`src/rtl/core/nnpo_pkg.sv`:
```
// nnpo_pkg: shared types, register codes and reset values for the path order unit
// no dependencies; imported by the interfaces, controller, datapath and top level
`timescale 1ns / 1ps
`default_nettype none

package nnpo_pkg;

	localparam int MAX_POINTS_DEFAULT = 4096;

	localparam int CFG_IDX_W  = 2;
	localparam int CFG_DATA_W = 17;

	localparam logic [CFG_IDX_W-1:0] REG_SEARCH_RADIUS = 2'd0;
	localparam logic [CFG_IDX_W-1:0] REG_JUMP_LIMIT    = 2'd1;

	localparam logic [16:0] SEARCH_RADIUS_RESET = 17'd4096;
	localparam logic [15:0] JUMP_LIMIT_RESET    = 16'd10000;

	typedef struct packed {
		logic               mode;
		logic signed [15:0] point_x;
		logic signed [15:0] point_y;
		logic               first_point;
	} in_item_t;

	typedef struct packed {
		logic signed [15:0] path_x;
		logic signed [15:0] path_y;
		logic               stroke_start;
		logic               path_last;
	} out_item_t;

	typedef struct packed {
		logic [CFG_IDX_W-1:0]  index;
		logic [CFG_DATA_W-1:0] data;
	} cfg_item_t;

	localparam logic MODE_LOAD  = 1'b0;
	localparam logic MODE_FETCH = 1'b1;

	typedef enum logic [2:0] {
		ST_IDLE,
		ST_SCAN,
		ST_DRAIN,
		ST_TAKE_A,
		ST_TAKE_B,
		ST_TAKE_C
	} state_t;

	typedef enum logic [1:0] {
		RD_SCAN,
		RD_TAKE,
		RD_LAST
	} rd_sel_t;

	typedef struct packed {
		logic    load;
		logic    fetch_start;
		logic    scan_issue;
		logic    take_first;
		logic    take_latch;
		logic    commit;
		rd_sel_t rd_sel;
	} ctrl_cmd_t;

	typedef struct packed {
		logic rem_zero;
		logic jump_ok;
		logic scan_last;
		logic pipe_empty;
		logic out_free;
	} dp_status_t;

endpackage

`default_nettype wire

```
`src/rtl/core/nnpo_ctrl.sv`:
```
// nnpo_ctrl: sequencer for loads, the nearest point scan and the slot take
// depends on nnpo_pkg; drives nnpo_dp through a command struct
`timescale 1ns / 1ps
`default_nettype none

module nnpo_ctrl (
	input  wire                    clk,
	input  wire                    arst_n,
	input  wire                    in_valid,
	input  wire                    in_mode,
	output logic                   in_ready,
	input  nnpo_pkg::dp_status_t   status,
	output nnpo_pkg::ctrl_cmd_t    cmd
);
	import nnpo_pkg::*;

	state_t state_q;
	state_t state_next;

	always_ff @(posedge clk or negedge arst_n) begin
		if (!arst_n) begin
			state_q <= ST_IDLE;
		end else begin
			state_q <= state_next;
		end
	end

	always_comb begin
		state_next = state_q;
		unique case (state_q)
			ST_IDLE: begin
				if (in_valid && in_mode == MODE_FETCH && !status.rem_zero) begin
					state_next = status.jump_ok ? ST_SCAN : ST_TAKE_A;
				end
			end
			ST_SCAN: begin
				if (status.scan_last) begin
					state_next = ST_DRAIN;
				end
			end
			ST_DRAIN: begin
				if (status.pipe_empty) begin
					state_next = ST_TAKE_A;
				end
			end
			ST_TAKE_A: state_next = ST_TAKE_B;
			ST_TAKE_B: state_next = ST_TAKE_C;
			ST_TAKE_C: begin
				if (status.out_free) begin
					state_next = ST_IDLE;
				end
			end
			default: state_next = ST_IDLE;
		endcase
	end

	always_comb begin
		in_ready        = 1'b0;
		cmd             = '0;
		cmd.rd_sel      = RD_SCAN;
		unique case (state_q)
			ST_IDLE: begin
				in_ready = 1'b1;
				if (in_valid) begin
					cmd.load        = (in_mode == MODE_LOAD);
					cmd.fetch_start = (in_mode == MODE_FETCH);
				end
			end
			ST_SCAN: begin
				cmd.scan_issue = 1'b1;
			end
			ST_DRAIN: begin
				cmd.rd_sel = RD_SCAN;
			end
			ST_TAKE_A: begin
				cmd.rd_sel     = RD_TAKE;
				cmd.take_first = 1'b1;
			end
			ST_TAKE_B: begin
				cmd.rd_sel     = RD_LAST;
				cmd.take_latch = 1'b1;
			end
			ST_TAKE_C: begin
				// hold the last-slot read until the output register frees up
				cmd.rd_sel = RD_LAST;
				cmd.commit = status.out_free;
			end
			default: begin
				cmd.rd_sel = RD_SCAN;
			end
		endcase
	end

endmodule

`default_nettype wire

```
`config.mk`:
```
export PLATFORM = sky130hd
export DESIGN_NAME = nnpo_ctrl
export DESIGN_NICKNAME = d
export VERILOG_FILES = /design/src/rtl/core/nnpo_pkg.sv /design/src/rtl/core/nnpo_ctrl.sv
export SDC_FILE = /design/constraint.sdc
export NUM_CORES = 1
export LEC_CHECK = 0
export BUFFER_PORTS_ARGS = -buffer_cell sky130_fd_sc_hd__buf_2
export CAP_MARGIN = 0
export CELL_PAD_IN_SITES_DETAIL_PLACEMENT = 1
export CELL_PAD_IN_SITES_GLOBAL_PLACEMENT = 2
export CORE_MARGIN = 8
export CORE_UTILIZATION = 17
export DETAILED_ROUTE_END_ITERATION = 8
export PLACE_DENSITY = 0.84
export SLEW_MARGIN = 10
export SYNTH_ARGS = -nofsm -noshare
export SYNTH_HDL_FRONTEND = slang
export SYNTH_SLANG_ARGS = --single-unit
```
`constraint.sdc`:
```
create_clock -name clk -period 2.4 [get_ports clk]
set_input_delay 0.72 -clock clk [delete_from_list [all_inputs] [get_ports clk]]
set_output_delay 0.72 -clock clk [all_outputs]
set_load 0.03 [all_outputs]
```
# Word level (Yosys, flattened, before mapping)

Index checks and enable logic that the tools add are counted.

Equality and inequality tests: 9
Multiplexer cells: 14
Bitwise logic cells: 1
Reductions and logical operators: 6

Operators with widths:

| operator             | count |
|---|---|
| $pmux W3 S6          | 1 |
| $mux W3              | 4 |
| $ne A2 B2 Y1 const B | 4 |
| $eq A3 B2 Y1 const B | 2 |
| $eq A3 B3 Y1 const B | 2 |
| $mux W2              | 3 |
| $mux W1              | 5 |
| $pmux W2 S2          | 1 |
| $reduce_and A4 Y1    | 1 |
| $eq A3 B1 Y1 const B | 1 |
| $logic_not A3 Y1     | 1 |
| $logic_and A1 B1 Y1  | 2 |
| $reduce_or A2 Y1     | 1 |
| $logic_not A1 Y1     | 1 |
| $not A1 Y1           | 1 |

Bits in registers: 3
Bits of input ports: 9
Output and inout port bits: 9
Word-level logic and storage cells: 31

# Logic depth before layout (Yosys ltp)

Depth in word-level cells: 4
Depth in mapped cells: 3
Gate-level depth less buffers: 3

# Worst setup path before layout

OpenSTA, ideal clock, no wires.

Path type: register to output
Start: register state_q[0]
End: output port cmd[7] (netlist bit)
Arrival time: 1,466 ps
Required time: 1,680 ps
Path slack: 214 ps
Stages on the path, launching flop included: 4
Path buffers: 0
Cells stage by stage: dfrtp_1 > nor3_2 > nand2_1 > nor2_1

RTL lines:

| what                   | RTL line        | RTL |
|---|---|---|
| from (decl)            | nnpo_ctrl.sv:17 | `state_t state_q;` |
| from (signal assigned) | nnpo_ctrl.sv:24 | `state_q <= state_next;` |
| to (decl)              | nnpo_ctrl.sv:13 | `output nnpo_pkg::ctrl_cmd_t cmd` |

==> impl.org <==
** Status
- Outcome :: finished, final reports clean

** Global route
- Global routing used 5.62% of the available tracks.
- Via count of the first global-routing pass :: 277
- The number of antenna violations at the first check in global routing was 0.
- Maximum number of pins on one net before global-route repair :: 9
- For this run the aggregate overflow at the end of global routing stands at 0.
- Global-route wire length before repair :: 1160 um

** STA
- Number of failing setup endpoints in the final timing report :: 0
- Unrepaired setup endpoints after global routing :: false
- Hold slack final :: 0.280 ns
- Shortest clock period the worst path allows after layout :: 2.03 ns
- The max-slew violation count was 0.
- Measured against its own limit, the worst slew margin works out to 83.8%.
- Clock skew after layout :: 0.00132 ns
- Setup slack on the critical path of the routed design comes to 0.375 ns.
- Least-Margin Pin Slew :: 0.242 ns
- Derived from the worst setup path, the maximum achievable clock frequency is 494 MHz.
- Total negative slack for setup checks :: 0 ns
- The number of hold-slack violations in the final timing report was 0.
- Period utilisation layout :: 84.4%

** Logic synthesis
- Seq cells post-synth :: 3
- In the synthesized netlist, the number of instances is 29.
- The cell area that synthesis handed to floorplanning was 224 um^2.
- After synthesis, flip-flops and latches occupy 33.5% of the total area.
- Counting every net in the synthesized netlist gives 38.
- Yosys printed 0 warnings.
- The synthesized netlist contains 15 unique library cells.
- The average instance in the mapped netlist occupies 7.72 um^2.

** Place
- After detailed placement, the total cell area comes to 320 um^2.
- The HPWL after detailed placement is 617 um.
- Total of buffers placed on input and output ports :: 17
- At the end of routability-driven placement, the weighted congestion stood at 0.767.
- Pre-CTS setup slack :: 0.512 ns

** Route
- The count of nets left with antenna violations once routing finished came out at 0.
- Via count :: 266
- After detailed routing, the number of remaining DRC violations is 0.
- Signal routing reaches up to met3.
- Number of detailed-route iterations in the first pass :: 2
- In the detailed route, the total length drawn on met2 is 283 um.
- Met1 layer wirelength in the final routing :: 304 um
- Summed over all layers, the routed wires come to 705 um.
- Routed length per instance :: 11.0 um
- Detailed-routed wire length on met3 :: 117 um
- Vias per cell :: 4.16
- DRT iter0 DRCs :: 2

** CTS
- After clock tree synthesis, the flow added hold-fix buffers numbering 0.
- In this run the deepest clock path goes through 2 buffers.
- The tree is rooted in a sky130_fd_sc_hd__clkbuf_4.
- TritonCTS built the clock tree.
- In this run the number of H-tree levels came out at 1.
- Number of clock sinks :: 3
- The later pin in the worst-skew pair is clocked with a latency of 0.23 ns.
- The number of clock buffers added by TritonCTS is 3.
- Number of gates given a new drive strength after cts :: 0
- Clock-pin slew was measured on the worst setup and hold paths at 0.03 ns.
- Buffers added to address setup during post-CTS repair amount to 0.

** Floorplanning
- In this run the standard cell core region covers 1270 um^2.
- In this run the horizontal extent of the chip is 52.3 um.
- Area of the die :: 2730 um^2
- Die Height :: 52.3 um
- Num rows :: 13
- Once the floorplan was initialized, standard cells occupied 17.7% of the core.
- 18 I/O pins were placed.

** Layout
- The register with the most flip-flops in the layout has 3 of them.
- Count of filler cells inserted in the layout :: 162
- In the final layout, the share of cells above drive strength 1 is 46.9%.
- More flip-flops sit in one register than any other, and that register is state_q.
- Regs by FF count :: state_q: 3 flops
- The finished cells cover 347 um^2.
- The repair_antennas step left the layout with diodes totalling 0.
- The area growth from synthesis to layout is 54.7%.
- Post-layout utilization of the core :: 27.3%
- Net count of the finished layout :: 59

** Critical path
- Chain of cells forming the critical path :: nand2b_1 > nor2_1 > buf_2
- Required @ worst endpoint :: 1.68 ns
- Counting both buffers and inverters, the worst setup path holds a total of 1.
- Among all stages on the critical path, the largest delay is contributed by sky130_fd_sc_hd__dfrtp_1.
- Setup crit end kind :: primary output
- Worst-path maximum fanout :: 7
- Critical Setup Path Class :: register to primary output
- The largest single stage delay on the critical path is 0.44 ns.
- Broken down by cell family, the worst path's largest delay share belongs to flip-flops.
- The worst setup path is launched from a register.
- Data arrival, critical path :: 1.31 ns

** Power
- The worst-case IR drop observed on VDD is 0.484 mV.
- Static leakage power :: 0.207 nW
- Power spread over the standard cell area amounts to 1380 nW/um^2.

** Min path
- Kind of path behind the tightest hold check :: primary input to asynchronous set/reset pin

** Flow run
- Max capacitance violation total :: 0
==> layout by cell type, fill, tap and decap left out, drive strengths merged <==
master / count
clkbuf: 4
o22ai: 1
dfrtp: 3
nor3: 1
nand2b: 4
nand3b: 1
o31a: 1
a21o: 2
nand2: 2
a21oi: 1
nor2: 7
a221oi: 1
and3: 1
inv: 3
buf: 17
==> power by group <==
group	switching, mW	internal, mW	leakage [nW]
logic	0.173	0.104	0.155
registers	0.0435	0.0742	0.0377
clock network	0.0226	0.0620	0.0150
==> final timing paths <==
kind | from | endpoint | slack (ns) | depth (start not counted)
max | state_q[2]$_DFFE_PN0P_ | cmd[4] | 0.37 | 3
min | arst_n | state_q[1]$_DFFE_PN0P_ | 0.28 | 1
max reg2reg | state_q[2]$_DFFE_PN0P_ | state_q[0]$_DFFE_PN0P_ | 1.35 | 3
min reg2reg | state_q[0]$_DFFE_PN0P_ | state_q[1]$_DFFE_PN0P_ | 0.66 | 1
max in group asynchronous | arst_n | state_q[0]$_DFFE_PN0P_ | 2.01 | 1
min in group clk | state_q[0]$_DFFE_PN0P_ | state_q[1]$_DFFE_PN0P_ | 0.66 | 1
==> per-stage QoR <==
stage	power [mW]	cells
floorplan	0.328	29
global placement	0.400	60
detailed placement	0.402	60
CTS	0.493	64
global route	0.524	64
finish	0.479	64
==> layout make-up <==
cell class / count / area (um^2) / area share (%)
repair buffers: 17 / 85.1 / 24.5
inverters: 3 / 11.3 / 3.25
flip-flops and latches: 3 / 75.1 / 21.7
multi-input cells: 22 / 130 / 37.5
well taps: 15 / 18.8 / 5.42
clock buffers: 4 / 26.3 / 7.58
==> synthesized netlist by cell type (all sizes together) <==
library cell | n | area [um^2]
and3 | 1 | 6.26
nor3 | 1 | 10.0
nand2 | 2 | 7.51
nor2 | 7 | 26.3
nand2b | 4 | 27.5
o31a | 1 | 10.0
buf | 1 | 7.51
a221oi | 1 | 8.76
o22ai | 1 | 6.26
nand3b | 1 | 7.51
dfrtp | 3 | 75.1
a21oi | 1 | 5.00
a21o | 2 | 15.0
inv | 3 | 11.3
==> kinds of logic after synthesis <==
| family | synth area share, % |
|---|---|
| buffers and inverters | 8.38 |
| AND/OR/NAND/NOR | 38.0 |
| AO/OA/AOI/OAI | 20.1 |
| flip-flops | 33.5 |
==> per-layer routing <==
metal / global-route usage (%) / vias to the layer above
met4: 2.59 / 0
met5: 0 / -
met1: 5.28 / 116
met2: 8.30 / 13
li1: - / 137
met3: 5.11 / 0
Note: power is estimated with default switching activity, not from simulation.
